`src/design/dpd_pkg.sv`:
```
// shared types and constants for the detection proposal decoder
package dpd_pkg;

   localparam int MAX_CLASSES = 256;
   localparam int CLASS_CNT_W = (MAX_CLASSES > 1) ? $clog2(MAX_CLASSES) : 1;
   localparam int CLASS_ID_W  = 8;
   localparam int SCORE_W     = 17;
   localparam int COORD_W     = 16;
   localparam int SCALE_W     = 16;
   localparam int DELTA_W     = COORD_W + 2;
   localparam int MAG_W       = COORD_W + 1;
   localparam int EDGE_PROD_W = MAG_W + SCALE_W;
   localparam int SIZE_PROD_W = COORD_W + SCALE_W;
   localparam int QUEUE_DEPTH = 4;
   localparam int QUEUE_PTR_W = $clog2(QUEUE_DEPTH);
   localparam int QUEUE_CNT_W = $clog2(QUEUE_DEPTH + 1);

   localparam int CSR_ADDR_W = 4;
   localparam int CSR_DATA_W = 32;

   typedef enum logic [1:0] {
      REG_SCORE_THRESHOLD = 2'd0,
      REG_SCALE_X         = 2'd1,
      REG_SCALE_Y         = 2'd2
   } reg_index_type;

   localparam logic [SCORE_W-1:0] THRESHOLD_RESET = 17'd16384;
   localparam logic [SCALE_W-1:0] SCALE_RESET     = 16'd4096;

   typedef struct packed {
      logic [SCORE_W-1:0] class_score;
      logic               last_class;
      logic [COORD_W-1:0] center_x;
      logic [COORD_W-1:0] center_y;
      logic [COORD_W-1:0] box_width;
      logic [COORD_W-1:0] box_height;
   } req_payload_type;

   typedef struct packed {
      logic [CLASS_ID_W-1:0]    class_index;
      logic [SCORE_W-1:0]       confidence;
      logic signed [COORD_W-1:0] left;
      logic signed [COORD_W-1:0] top;
      logic [COORD_W-1:0]       width_px;
      logic [COORD_W-1:0]       height_px;
   } rsp_payload_type;

   // a proposal that passed the threshold, box still in model space
   typedef struct packed {
      logic [CLASS_ID_W-1:0]     class_index;
      logic [SCORE_W-1:0]        confidence;
      logic signed [DELTA_W-1:0] delta_x;
      logic signed [DELTA_W-1:0] delta_y;
      logic [COORD_W-1:0]        box_width;
      logic [COORD_W-1:0]        box_height;
   } proposal_type;

   typedef struct packed {
      logic [SCORE_W-1:0] score_threshold;
      logic [SCALE_W-1:0] scale_x;
      logic [SCALE_W-1:0] scale_y;
   } config_type;

endpackage

```
`src/design/dpd_channels.sv`:
```
// valid/ready channel interfaces for request and response transfers
interface dpd_req_if;
   import dpd_pkg::*;
   logic            valid;
   logic            ready;
   req_payload_type payload;
   modport source (output valid, output payload, input ready);
   modport sink   (input valid, input payload, output ready);
endinterface

interface dpd_rsp_if;
   import dpd_pkg::*;
   logic            valid;
   logic            ready;
   rsp_payload_type payload;
   modport source (output valid, output payload, input ready);
   modport sink   (input valid, input payload, output ready);
endinterface

```
`src/design/dpd_front.sv`:
```
// front end: running best class per proposal and threshold decision
module dpd_front (
   input  logic                         clock,
   input  logic                         reset,
   input  logic                         item_valid,
   input  dpd_pkg::req_payload_type     item,
   input  logic [dpd_pkg::SCORE_W-1:0]  score_threshold,
   output logic                         push_valid,
   output dpd_pkg::proposal_type        push_data
);
   import dpd_pkg::*;

   logic [SCORE_W-1:0]     best_score_ff, best_score_in;
   logic [CLASS_CNT_W-1:0] best_class_ff, best_class_in;
   logic [CLASS_CNT_W-1:0] class_counter_ff, class_counter_in;
   logic                   wins;
   logic [SCORE_W-1:0]     cur_score;
   logic [CLASS_CNT_W-1:0] cur_class;
   logic [CLASS_CNT_W-1:0] counter_next;

   always_comb begin
      wins      = item.class_score > best_score_ff;
      cur_score = wins ? item.class_score : best_score_ff;
      cur_class = wins ? class_counter_ff : best_class_ff;
      if (class_counter_ff == CLASS_CNT_W'(MAX_CLASSES - 1)) begin
         counter_next = '0;
      end else begin
         counter_next = class_counter_ff + 1'b1;
      end

      best_score_in    = best_score_ff;
      best_class_in    = best_class_ff;
      class_counter_in = class_counter_ff;
      if (item_valid) begin
         if (item.last_class) begin
            best_score_in    = '0;
            best_class_in    = '0;
            class_counter_in = '0;
         end else begin
            best_score_in    = cur_score;
            best_class_in    = cur_class;
            class_counter_in = counter_next;
         end
      end

      push_valid = item_valid && item.last_class && (cur_score > score_threshold);
      push_data.class_index = CLASS_ID_W'(cur_class);
      push_data.confidence  = cur_score;
      // 2*c - w is c - w/2 with one extra fraction bit
      push_data.delta_x    = {1'b0, item.center_x, 1'b0} - DELTA_W'(item.box_width);
      push_data.delta_y    = {1'b0, item.center_y, 1'b0} - DELTA_W'(item.box_height);
      push_data.box_width  = item.box_width;
      push_data.box_height = item.box_height;
   end

   always_ff @(posedge clock) begin
      if (reset) begin
         best_score_ff    <= '0;
         best_class_ff    <= '0;
         class_counter_ff <= '0;
      end else begin
         best_score_ff    <= best_score_in;
         best_class_ff    <= best_class_in;
         class_counter_ff <= class_counter_in;
      end
   end

endmodule

```
`src/design/dpd_queue.sv`:
```
// short queue of accepted proposals between front and back
module dpd_queue (
   input  logic                  clock,
   input  logic                  reset,
   input  logic                  push_valid,
   input  dpd_pkg::proposal_type push_data,
   output logic                  full,
   output logic                  head_valid,
   output dpd_pkg::proposal_type head_data,
   input  logic                  pop
);
   import dpd_pkg::*;

   proposal_type           entry_ff [QUEUE_DEPTH];
   logic [QUEUE_PTR_W-1:0] wr_ptr_ff, wr_ptr_in;
   logic [QUEUE_PTR_W-1:0] rd_ptr_ff, rd_ptr_in;
   logic [QUEUE_CNT_W-1:0] count_ff, count_in;
   logic                   do_push;
   logic                   do_pop;

   function automatic logic [QUEUE_PTR_W-1:0] ptr_inc(input logic [QUEUE_PTR_W-1:0] p);
      if (p == QUEUE_PTR_W'(QUEUE_DEPTH - 1)) begin
         return '0;
      end
      return p + 1'b1;
   endfunction

   always_comb begin
      full       = count_ff == QUEUE_CNT_W'(QUEUE_DEPTH);
      head_valid = count_ff != '0;
      head_data  = entry_ff[rd_ptr_ff];
      do_push    = push_valid && !full;
      do_pop     = pop && head_valid;
      wr_ptr_in  = do_push ? ptr_inc(wr_ptr_ff) : wr_ptr_ff;
      rd_ptr_in  = do_pop ? ptr_inc(rd_ptr_ff) : rd_ptr_ff;
      count_in   = count_ff;
      if (do_push && !do_pop) begin
         count_in = count_ff + 1'b1;
      end else if (do_pop && !do_push) begin
         count_in = count_ff - 1'b1;
      end
   end

   always_ff @(posedge clock) begin
      if (reset) begin
         wr_ptr_ff <= '0;
         rd_ptr_ff <= '0;
         count_ff  <= '0;
      end else begin
         wr_ptr_ff <= wr_ptr_in;
         rd_ptr_ff <= rd_ptr_in;
         count_ff  <= count_in;
      end
   end

   always_ff @(posedge clock) begin
      if (do_push) begin
         entry_ff[wr_ptr_ff] <= push_data;
      end
   end

`ifndef SYNTHESIS
   a_no_push_when_full: assert property (@(posedge clock) disable iff (reset)
      !(push_valid && full))
      else $error("proposal pushed into a full queue");
   a_count_bound: assert property (@(posedge clock) disable iff (reset)
      count_ff <= QUEUE_CNT_W'(QUEUE_DEPTH))
      else $error("queue count beyond depth");
   a_pop_only_drains: assert property (@(posedge clock) disable iff (reset)
      (do_pop && !do_push) |=> (count_ff == $past(count_ff) - 1'b1))
      else $error("queue count not reduced on pop");
   a_ptr_gap: assert property (@(posedge clock) disable iff (reset)
      (count_ff == '0) |-> (wr_ptr_ff == rd_ptr_ff))
      else $error("empty queue with unequal pointers");
`endif

endmodule

```
`src/design/dpd_back.sv`:
```
// back end: box scaling to frame pixels, saturation and output register
module dpd_back (
   input  logic                  clock,
   input  logic                  reset,
   input  dpd_pkg::config_type   cfg,
   input  logic                  head_valid,
   input  dpd_pkg::proposal_type head_data,
   output logic                  pop,
   output logic                  out_valid,
   output dpd_pkg::rsp_payload_type out_data,
   input  logic                  out_ready
);
   import dpd_pkg::*;

   // multiply stage
   logic                    s1_valid_ff, s1_valid_in;
   logic [CLASS_ID_W-1:0]   s1_class_ff;
   logic [SCORE_W-1:0]      s1_conf_ff;
   logic                    s1_neg_x_ff, s1_neg_y_ff;
   logic [EDGE_PROD_W-1:0]  s1_prod_x_ff, s1_prod_y_ff;
   logic [SIZE_PROD_W-1:0]  s1_prod_w_ff, s1_prod_h_ff;
   // output stage
   logic                    out_valid_ff, out_valid_in;
   rsp_payload_type         out_data_ff, out_data_in;

   logic                    out_adv;
   logic                    s1_adv;
   logic [MAG_W-1:0]        mag_x, mag_y;

   function automatic logic [COORD_W-1:0] sat_edge(input logic neg,
                                                   input logic [COORD_W-1:0] q);
      logic [COORD_W-1:0] lim;
      lim = {1'b1, {(COORD_W-1){1'b0}}};
      if (neg) begin
         return (q > lim) ? lim : (~q + 1'b1);
      end
      return (q > (lim - 1'b1)) ? (lim - 1'b1) : q;
   endfunction

   always_comb begin
      out_adv      = !out_valid_ff || out_ready;
      s1_adv       = !s1_valid_ff || out_adv;
      pop          = s1_adv && head_valid;
      s1_valid_in  = s1_adv ? head_valid : s1_valid_ff;
      out_valid_in = out_adv ? s1_valid_ff : out_valid_ff;

      mag_x = head_data.delta_x[DELTA_W-1] ? MAG_W'(-head_data.delta_x)
                                           : MAG_W'(head_data.delta_x);
      mag_y = head_data.delta_y[DELTA_W-1] ? MAG_W'(-head_data.delta_y)
                                           : MAG_W'(head_data.delta_y);

      out_data_in.class_index = s1_class_ff;
      out_data_in.confidence  = s1_conf_ff;
      out_data_in.left       = sat_edge(s1_neg_x_ff,
                                        s1_prod_x_ff[EDGE_PROD_W-1 -: COORD_W]);
      out_data_in.top        = sat_edge(s1_neg_y_ff,
                                        s1_prod_y_ff[EDGE_PROD_W-1 -: COORD_W]);
      // a 16 by 16 bit product shifted down by 16 always fits
      out_data_in.width_px   = s1_prod_w_ff[SIZE_PROD_W-1 -: COORD_W];
      out_data_in.height_px  = s1_prod_h_ff[SIZE_PROD_W-1 -: COORD_W];

      out_valid = out_valid_ff;
      out_data  = out_data_ff;
   end

   always_ff @(posedge clock) begin
      if (reset) begin
         s1_valid_ff  <= 1'b0;
         out_valid_ff <= 1'b0;
      end else begin
         s1_valid_ff  <= s1_valid_in;
         out_valid_ff <= out_valid_in;
      end
   end

   always_ff @(posedge clock) begin
      if (s1_adv) begin
         s1_class_ff  <= head_data.class_index;
         s1_conf_ff   <= head_data.confidence;
         s1_neg_x_ff  <= head_data.delta_x[DELTA_W-1];
         s1_neg_y_ff  <= head_data.delta_y[DELTA_W-1];
         s1_prod_x_ff <= mag_x * cfg.scale_x;
         s1_prod_y_ff <= mag_y * cfg.scale_y;
         s1_prod_w_ff <= head_data.box_width * cfg.scale_x;
         s1_prod_h_ff <= head_data.box_height * cfg.scale_y;
      end
      if (out_adv) begin
         out_data_ff <= out_data_in;
      end
   end

`ifndef SYNTHESIS
   a_s1_held_on_stall: assert property (@(posedge clock) disable iff (reset)
      (s1_valid_ff && !out_adv) |=> (s1_valid_ff && $stable(s1_conf_ff)))
      else $error("multiply stage lost its proposal under stall");
   a_pop_needs_room: assert property (@(posedge clock) disable iff (reset)
      pop |-> (!s1_valid_ff || out_adv))
      else $error("queue popped with multiply stage blocked");
   a_out_from_s1: assert property (@(posedge clock) disable iff (reset)
      ($rose(out_valid_ff)) |-> $past(s1_valid_ff))
      else $error("result appeared without a proposal behind it");
`endif

endmodule

```
`src/design/detection_proposal_decoder.sv`:
```
// top level of the detection proposal decoder with its register port
// Takes one class score per transfer on req_chan, one every cycle, proposal by
// proposal; the front keeps the running best score and class and on the last
// score of a proposal decides against score_threshold in the same cycle. Passing
// proposals go through a four-entry queue to the back, which scales the box with
// one multiply stage and one saturating output register; results pass from the
// queue through these registers to rsp_chan and can leave one per cycle while
// rsp_chan is ready. req_chan stalls only when the queue is full. Registers are
// written over the APB-style port (threshold at 0x0, scale_x at 0x4, scale_y at 0x8).
module detection_proposal_decoder (
   input  logic                          clock,
   input  logic                          reset,
   dpd_req_if.sink                       req_chan,
   dpd_rsp_if.source                     rsp_chan,
   input  logic                          psel,
   input  logic                          penable,
   input  logic                          pwrite,
   input  logic [dpd_pkg::CSR_ADDR_W-1:0] paddr,
   input  logic [dpd_pkg::CSR_DATA_W-1:0] pwdata,
   output logic [dpd_pkg::CSR_DATA_W-1:0] prdata,
   output logic                          pready
);
   import dpd_pkg::*;

   config_type    cfg_ff, cfg_in;
   reg_index_type reg_sel;
   logic          csr_write;
   logic          item_valid;
   logic          push_valid;
   proposal_type  push_data;
   logic          queue_full;
   logic          head_valid;
   proposal_type  head_data;
   logic          pop;

   always_comb begin
      pready    = 1'b1;
      reg_sel   = reg_index_type'(paddr[CSR_ADDR_W-1:2]);
      csr_write = psel && penable && pwrite && pready;
      cfg_in    = cfg_ff;
      prdata    = '0;
      case (reg_sel)
         REG_SCORE_THRESHOLD: begin
            prdata = CSR_DATA_W'(cfg_ff.score_threshold);
            if (csr_write) begin
               cfg_in.score_threshold = pwdata[SCORE_W-1:0];
            end
         end
         REG_SCALE_X: begin
            prdata = CSR_DATA_W'(cfg_ff.scale_x);
            if (csr_write) begin
               cfg_in.scale_x = pwdata[SCALE_W-1:0];
            end
         end
         REG_SCALE_Y: begin
            prdata = CSR_DATA_W'(cfg_ff.scale_y);
            if (csr_write) begin
               cfg_in.scale_y = pwdata[SCALE_W-1:0];
            end
         end
         default: begin
            prdata = '0;
         end
      endcase

      req_chan.ready = !queue_full;
      item_valid     = req_chan.valid && !queue_full;
   end

   always_ff @(posedge clock) begin
      if (reset) begin
         cfg_ff.score_threshold <= THRESHOLD_RESET;
         cfg_ff.scale_x         <= SCALE_RESET;
         cfg_ff.scale_y         <= SCALE_RESET;
      end else begin
         cfg_ff <= cfg_in;
      end
   end

   dpd_front u_front (
      .clock           (clock),
      .reset           (reset),
      .item_valid      (item_valid),
      .item            (req_chan.payload),
      .score_threshold (cfg_ff.score_threshold),
      .push_valid      (push_valid),
      .push_data       (push_data)
   );

   dpd_queue u_queue (
      .clock      (clock),
      .reset      (reset),
      .push_valid (push_valid),
      .push_data  (push_data),
      .full       (queue_full),
      .head_valid (head_valid),
      .head_data  (head_data),
      .pop        (pop)
   );

   dpd_back u_back (
      .clock      (clock),
      .reset      (reset),
      .cfg        (cfg_ff),
      .head_valid (head_valid),
      .head_data  (head_data),
      .pop        (pop),
      .out_valid  (rsp_chan.valid),
      .out_data   (rsp_chan.payload),
      .out_ready  (rsp_chan.ready)
   );

endmodule

```
`src/flat_wrapper.sv`:
```
// flat-port wrapper written by rule: the top's interface ports become plain ports
module detection_proposal_decoder_flat import dpd_pkg::*;
  (clock, reset, psel, penable, pwrite, paddr, pwdata, prdata, pready, req_chan_valid, req_chan_payload, req_chan_ready, rsp_chan_valid, rsp_chan_payload, rsp_chan_ready);
  dpd_req_if req_chan_i ();
  dpd_rsp_if rsp_chan_i ();
  input  logic clock;
  input  logic reset;
  input  logic psel;
  input  logic penable;
  input  logic pwrite;
  input  logic [dpd_pkg::CSR_ADDR_W-1:0] paddr;
  input  logic [dpd_pkg::CSR_DATA_W-1:0] pwdata;
  output logic [dpd_pkg::CSR_DATA_W-1:0] prdata;
  output logic pready;
  input wire logic [$bits(req_chan_i.valid)-1:0] req_chan_valid;
  input wire logic [$bits(req_chan_i.payload)-1:0] req_chan_payload;
  output wire logic [$bits(req_chan_i.ready)-1:0] req_chan_ready;
  output wire logic [$bits(rsp_chan_i.valid)-1:0] rsp_chan_valid;
  output wire logic [$bits(rsp_chan_i.payload)-1:0] rsp_chan_payload;
  input wire logic [$bits(rsp_chan_i.ready)-1:0] rsp_chan_ready;
  assign req_chan_i.valid = req_chan_valid;
  assign req_chan_i.payload = req_chan_payload;
  assign req_chan_ready = req_chan_i.ready;
  assign rsp_chan_valid = rsp_chan_i.valid;
  assign rsp_chan_payload = rsp_chan_i.payload;
  assign rsp_chan_i.ready = rsp_chan_ready;
  detection_proposal_decoder u_core (.clock(clock), .reset(reset), .req_chan(req_chan_i), .rsp_chan(rsp_chan_i), .psel(psel), .penable(penable), .pwrite(pwrite), .paddr(paddr), .pwdata(pwdata), .prdata(prdata), .pready(pready));
endmodule
```
`config.mk`:
```
export PLATFORM = sky130hd
export DESIGN_NAME = detection_proposal_decoder_flat
export DESIGN_NICKNAME = d
export VERILOG_FILES = /design/src/design/dpd_pkg.sv /design/src/design/dpd_channels.sv /design/src/design/dpd_front.sv /design/src/design/dpd_queue.sv /design/src/design/dpd_back.sv /design/src/design/detection_proposal_decoder.sv /design/src/flat_wrapper.sv
export SDC_FILE = /design/constraint.sdc
export NUM_CORES = 2
export LEC_CHECK = 0
export ABC_AREA = 1
export BUFFER_PORTS_ARGS = -buffer_cell sky130_fd_sc_hd__clkbuf_2
export CAP_MARGIN = 20
export CORE_ASPECT_RATIO = 0.75
export CORE_MARGIN = 2
export CORE_UTILIZATION = 61
export CTS_BUF_LIST = sky130_fd_sc_hd__clkbuf_4
export DETAILED_ROUTE_END_ITERATION = 6
export GPL_ROUTABILITY_DRIVEN = 0
export PLACE_DENSITY_LB_ADDON = 0.1
export RECOVER_POWER = 100
export SLEW_MARGIN = 20
export SYNTH_ARGS = -nofsm -noshare
export SYNTH_HDL_FRONTEND = slang
export SYNTH_SLANG_ARGS = --single-unit
```
`constraint.sdc`:
```
create_clock -name clock -period 25.2 [get_ports clock]
set_input_delay 5.04 -clock clock [delete_from_list [all_inputs] [get_ports clock]]
set_output_delay 5.04 -clock clock [all_outputs]
set_load 0.05 [all_outputs]
```
# Word level (Yosys, flattened, before mapping)
# Memories as Yosys holds them, arrays and structs flattened. A register that Yosys moved wholly into a read port is not among the register bits.
# Index checks and enable logic that the tools add are counted.
[totals] reg_bits=337 memories=1 ramBits=372 output_inout_bits=124 inputBits=125 word_cells=109
[op_classes] n_mul=4 reduce_logical=23 n_mux=31 addsub=11 n_eq_ne=6 magnitude_cmp=6 n_bitwise=2
[mem_list] name="u_core.u_queue.entry_ff" words=4 word_bits=93 rd=1 rd_ports_with_merged_regs=1 write_ports=1 line="dpd_queue.sv:14" rtl="proposal_type entry_ff [QUEUE_DEPTH];"
[op_table] op="$mux 16" count=8
[op_table] op="$mux 17" count=4
[op_table] op="$mul 17x16->33" count=2
[op_table] op="$mul 16x16->32" count=2
[op_table] op="$pmux 17 s3" count=1
[op_table] op="$sub 17x16->18" count=2
[op_table] op="$gt 17x17->1" count=2
[op_table] op="$neg 17->17" count=2
[op_table] op="$add 16x1->16 const B" count=2
[op_table] op="$gt 16x15->1 const B" count=2
[op_table] op="$gt 16x16->1 const B" count=2
[op_table] op="$mux 8" count=4
[op_table] op="$not 16->16" count=2
[op_table] op="$mux 2" count=6
[op_table] op="$logic_and 1x1->1" count=10
[op_table] op="$add 8x1->8 const B" count=1
[op_table] op="$eq 8x8->1 const B" count=1
[op_table] op="$eq 2x2->1 const B" count=3
[op_table] op="$mux 1" count=6
[op_table] op="$mux 3" count=2
[op_table] op="$reduce_and 2->1" count=3
[op_table] op="$logic_not 1->1" count=5
[op_table] op="$add 2x1->2 const B" count=2
[op_table] op="$add 3x1->3 const B" count=1
[op_table] op="other kinds (7)" count=8

# Depth between registers and ports, before layout
[logic_depth] ltp_word=10 ltp_mapped=38 mapped_depth_nobuf=36

# By module
# A second synthesis with hierarchy kept.
[unflattened] cells_unflattened=7519 hier_area_um2=64680.8
[by_module_without_submodules] mod="dpd_back" area_each_um2=43395.4 n_inst=1 cells_each=5460
[by_module_without_submodules] mod="dpd_queue" area_each_um2=14244.9 n_inst=1 cells_each=969
[by_module_without_submodules] mod="dpd_front" area_each_um2=4573.1 n_inst=1 cells_each=707
[by_module_without_submodules] mod="detection_proposal_decoder" area_each_um2=2467.4 n_inst=1 cells_each=383

# Worst setup path after synthesis
# No wires, ideal clock.
[synth_path] path_kind="input to register" from="input req_chan_payload[71]" to="memory u_core.u_queue.entry_ff[0][10] (netlist name), enable pin" path_stages=18 t_arrival_ns=11.145 required_ns=24.658 setup_ns=0.542 slack_ns=13.513 path_buffers=1 path_cell_list="ha_1 > a21oi_1 > nor2_1 > a211oi_1 > nand2_1 > nand2_1 > nand2_1 > nand2_1 > clkbuf_1 > nand2_1 > nand2_1 > ha_1 > nand4_1 > nor3_1 > nand4_1 > nand3_1 > nand2_1 > nor2_1"
[synth_rtl] element="start: declaration" line="flat_wrapper.sv:16" rtl="input wire logic [$bits(req_chan_i.payload)-1:0] req_chan_payload;"
[synth_rtl] element="end: declaration" line="dpd_queue.sv:14"

==> results.md <==
Clocking:
- The CTS tree is done.
- The clock network latency to the later pin of the worst-skew pair is 1.11 ns.
- The number of buffers created by CTS is 155.
- The total number of H-tree levels is 4.
- The quantity of hold-fixing buffers added after cts is 0.
- The cell at the root of the clock tree is sky130_fd_sc_hd__clkbuf_4.
- The count of buffers added by post-CTS timing repair for setup is 0.
- The clock drives 637 sinks.
- The longest clock path from root to sink contains 3 buffers.
- Post-CTS repair changed the size of 0 cells.
- The clock input transition at the sequential cells of the worst setup and hold paths is 0.07 ns.

Timing:
- The final setup violation count is 0.
- The upper clock frequency limit is 61.8 MHz.
- The max-slew headroom at the worst pin is -2.21.
- In the finished design, the share of the clock period the worst path needs comes to 0.642.
- The final number of hold-violating endpoints is 0.
- The final setup skew is 0.103 ns.
- The final critical-path required period is 16.17 ns.
- The final count of pins violating max slew came to 884.
- The total negative setup slack is 0 ns.
- Setup repair after global routing left no endpoint under its margin.
- The slew of the pin with the lowest slew margin is 4.81 ns.

Logic synthesis:
- Of the synthesized area, sequential elements account for 0.293.
- The synthesized design contains 544 enable-type register cells.
- The async set-reset flop share out of synthesis is 0.
- Each instance of the synthesized netlist takes up on average 8.96 um2.
- The cell area after technology mapping is 0.0622 mm2.
- Among all flip-flop cells after synthesis, the most frequent one is sky130_fd_sc_hd__edfxtp_1.
- Sorting the synthesized cells by area gives the leading types as sky130_fd_sc_hd__edfxtp_1 26%, sky130_fd_sc_hd__fa_1 26%, sky130_fd_sc_hd__ha_1 9.7%.
- sky130_fd_sc_hd__edfxtp_1 takes more of the synthesized area than any other cell.
- Of the post-synthesis cell area, the dominant cell type holds 0.263.
- Counting every instance in the synthesized netlist gives 6,939.
- During synthesis, Yosys emitted a total of 0 warnings.
- In this run, synthesis produced a sequential element count of 637.
- The number of different library cells in the post-synthesis netlist is 70.

Detailed routing:
- The count of TritonRoute iterations in the first routing pass is 7.
- Dividing the detail-routed wire length by the instance count gives 20.1 um.
- The wire length reported by the detailed router is 173,000 um.
- The total number of vias is 48,800.
- In the routed layout, each cell is associated on average with a via count of 5.67.
- The final antenna-violating net count is 0.
- The count of routing violations after the opening detailed-route iteration is 5,177.
- After detailed routing, the number of remaining DRC violations is 3.

Power and ir drop:
- The proportion of total power due to net switching is 0.531.
- The share of total power dissipated in the clock network is 0.139.
- The sequential power share is 0.236.
- The design internal power is 3020 uW.
- In this run the static leakage power is 0.0309 uW.
- The net switching component of the power is 3420 uW.
- The worst-case vdd ir drop is 70.5 uV.
- In this run the power density over the cells is 97.6 mW/mm2.
- The logic gate share of total power is 0.625.

Worst setup path:
- Counting stages on the worst path, the most repeated cell is sky130_fd_sc_hd__nand2_1.
- At the worst endpoint, the arrival time is 16.99 ns.
- In this design, the largest share of critical-path delay is due to buffers and inverters.
- STA classifies the critical path startpoint as a flop.
- At the worst endpoint, the required time is 26.01 ns.
- The sum of buffers and inverters on the critical path is 7.
- The slowest stage of the critical path belongs to the cell sky130_fd_sc_hd__clkinvlp_2.
- STA classifies the critical path endpoint as a flop.
- The largest stage delay on the critical path is 3.24 ns.
- The critical path class is reg2reg.
- Of all nets on the critical path, the largest fanout is 99.

Global routing:
- The pin count of the biggest net entering global routing is 100.
- The first global-routing pass estimated 270,000 um of wire.
- Global routing finished with a remaining overflow of 0.
- In the global route stage, overall resource usage came out at 0.338.
- The number of global-route vias before repair is 48,300.
- The number of antenna violations at the first check in global routing came to 13.

Cells and area:
- The fraction of layout instances using a drive strength above 1 is 0.0653.
- The number of standard cells in the layout, taps in and fillers out is 8,609.
- The post-synthesis to final-layout area growth is 6.16%.
- The most common library cell in the layout ignoring fill and taps is sky130_fd_sc_hd__nand2_1.
- The multi-input gate area in the final layout is 0.0375 mm2.
- At the end of the flow the core is filled with cells to 0.653.
- The fill cell total of the finished layout is 8,534.
- At the end of the flow, the number of nets in the layout was 8,543.
- The register area is 0.0182 mm2.
- In the layout the commonest cells are 1,432 x sky130_fd_sc_hd__nand2_1, 1,351 x sky130_fd_sc_hd__inv_1, 803 x sky130_fd_sc_hd__fa_1.

Floorplan:
- The placeable core region is 0.101 mm2.
- The floorplan step defined a die boundary enclosing 0.105 mm2.
- In this run the horizontal extent of the chip is 373 um.
- 249 I/O pins were placed.
- The die height is 281 um.
- Row generation in the floorplan step produced 101 rows.
- For this configuration, the core starts out at a cell density of 0.615.

Run status:
- The checks that failed: DRC, capacitance limit, slew limit.
- The flow ran to the end, but the final reports show violations.

Run:
- The max-capacitance violation count is 17.

Placed design:
- In this run, placement finished with an instance count of 8,314.
- Port buffering added 215 buffers.
- Summed over all nets, the half-perimeter wirelength after detailed placement is 133,000 um.

Hold path:
- The classification of the worst-slack hold path is reg2reg.
==> metal layers <==
layer,part of all wire,track usage,up-vias
li1,-,-,22200
met1,0.43,0.497,23600
met2,0.40,0.474,2696
met3,0.15,0.122,291
met4,0.023,0.0867,8
met5,0.00032,0,-
==> worst paths after layout <==
check                                         startpoint  slack (ns)  cells after the start                                        to
hold reg to reg   u_core.u_back.s1_class_ff[5]$_DFFE_PN_        0.36                      0      u_core.u_back.out_data[86]$_DFFE_PP_
setup reg to reg                                    flop        9.03                     29  u_core.u_back.s1_prod_x_ff[30]$_DFFE_PN_
setup / recovery                                    flop        9.03                     29  u_core.u_back.s1_prod_x_ff[30]$_DFFE_PN_
hold / removal    u_core.u_back.s1_class_ff[5]$_DFFE_PN_        0.36                      0      u_core.u_back.out_data[86]$_DFFE_PP_
==> state kept, by name, indices dropped and copies added (netlist names), named ones only <==
register / flops
u_core.cfg_ff: 49
u_core.u_back.out_data: 89
u_core.u_back.out_valid: 1
u_core.u_back.s1_class_ff: 8
u_core.u_back.s1_conf_ff: 17
u_core.u_back.s1_neg_x_ff: 1
u_core.u_back.s1_neg_y_ff: 1
u_core.u_back.s1_prod_h_ff: 16
u_core.u_back.s1_prod_w_ff: 16
u_core.u_back.s1_prod_x_ff: 16
u_core.u_back.s1_prod_y_ff: 16
u_core.u_back.s1_valid_ff: 1
u_core.u_front.best_class_ff: 8
u_core.u_front.best_score_ff: 17
u_core.u_front.class_counter_ff: 8
u_core.u_queue.count_ff: 3
u_core.u_queue.entry_ff: 364
u_core.u_queue.rd_ptr_ff: 2
u_core.u_queue.wr_ptr_ff: 2
==> final cells by class <==
cell class | instances | area share
Inverter | 1390 | 0.0791
Clock buffer | 233 | 0.0265
Timing Repair Buffer | 275 | 0.0196
Antenna cell | 13 | 0.000493
Tap cell | 1339 | 0.0254
Sequential cell | 637 | 0.276
Multi-Input combinational cell | 4675 | 0.568
Clock inverter | 47 | 0.00502
==> cells by family after synthesis <==
kind of cell | share of synthesized area
AO/OA/AOI/OAI | 0.0694
XOR/XNOR | 0.0132
adder cells (fa/ha/maj) | 0.355
buffers and inverters | 0.105
flip-flops | 0.293
other | 0.000121
AND/OR/NAND/NOR | 0.165
==> stage by stage <==
stage	cell area, um2	power [uW]	hold WS, ns	worst slack [ns]
6_report	66000	6440	0.361	9.03
5_1_grt	66000	6970	0.385	7.89
4_1_cts	66300	6390	0.351	13.03
3_5_place_dp	64200	5460	0.405	13.03
3_3_place_gp	64200	5400	0.402	13.12
2_1_floorplan	62300	4310	0.400	13.51
==> synthesized netlist by cell type (17+ instances only) <==
cell type and n:
sky130_fd_sc_hd__nand4_1 35, sky130_fd_sc_hd__o22ai_1 26, sky130_fd_sc_hd__buf_6 17, sky130_fd_sc_hd__nor2_1 649
sky130_fd_sc_hd__a31oi_1 31, sky130_fd_sc_hd__dfxtp_1 93, sky130_fd_sc_hd__nand3_1 259, sky130_fd_sc_hd__inv_2 20
sky130_fd_sc_hd__inv_1 1350, sky130_fd_sc_hd__nor3_1 47, sky130_fd_sc_hd__a21oi_1 297, sky130_fd_sc_hd__ha_1 481
sky130_fd_sc_hd__edfxtp_1 544, sky130_fd_sc_hd__nand2_2 36, sky130_fd_sc_hd__xor2_1 64, sky130_fd_sc_hd__buf_2 32
sky130_fd_sc_hd__buf_4 43, sky130_fd_sc_hd__clkinv_1 17, sky130_fd_sc_hd__clkbuf_1 156, sky130_fd_sc_hd__fa_1 803
sky130_fd_sc_hd__nand2_1 1429, sky130_fd_sc_hd__xnor2_1 28, sky130_fd_sc_hd__o21ai_1 23, sky130_fd_sc_hd__o21ai_0 276
sky130_fd_sc_hd__o221ai_1 18
==> power groups by stage <==
stage                     registers (uW)  logic [uW]  clock network, uW
after floorplan                     1760        2550                  0
after global placement              1540        3860                  0
after detailed placement            1540        3920                  0
after CTS                           1520        3950                919
after global routing                1540        4460                972
final                               1520        4020                899
Power figures use the tool's default switching activity.
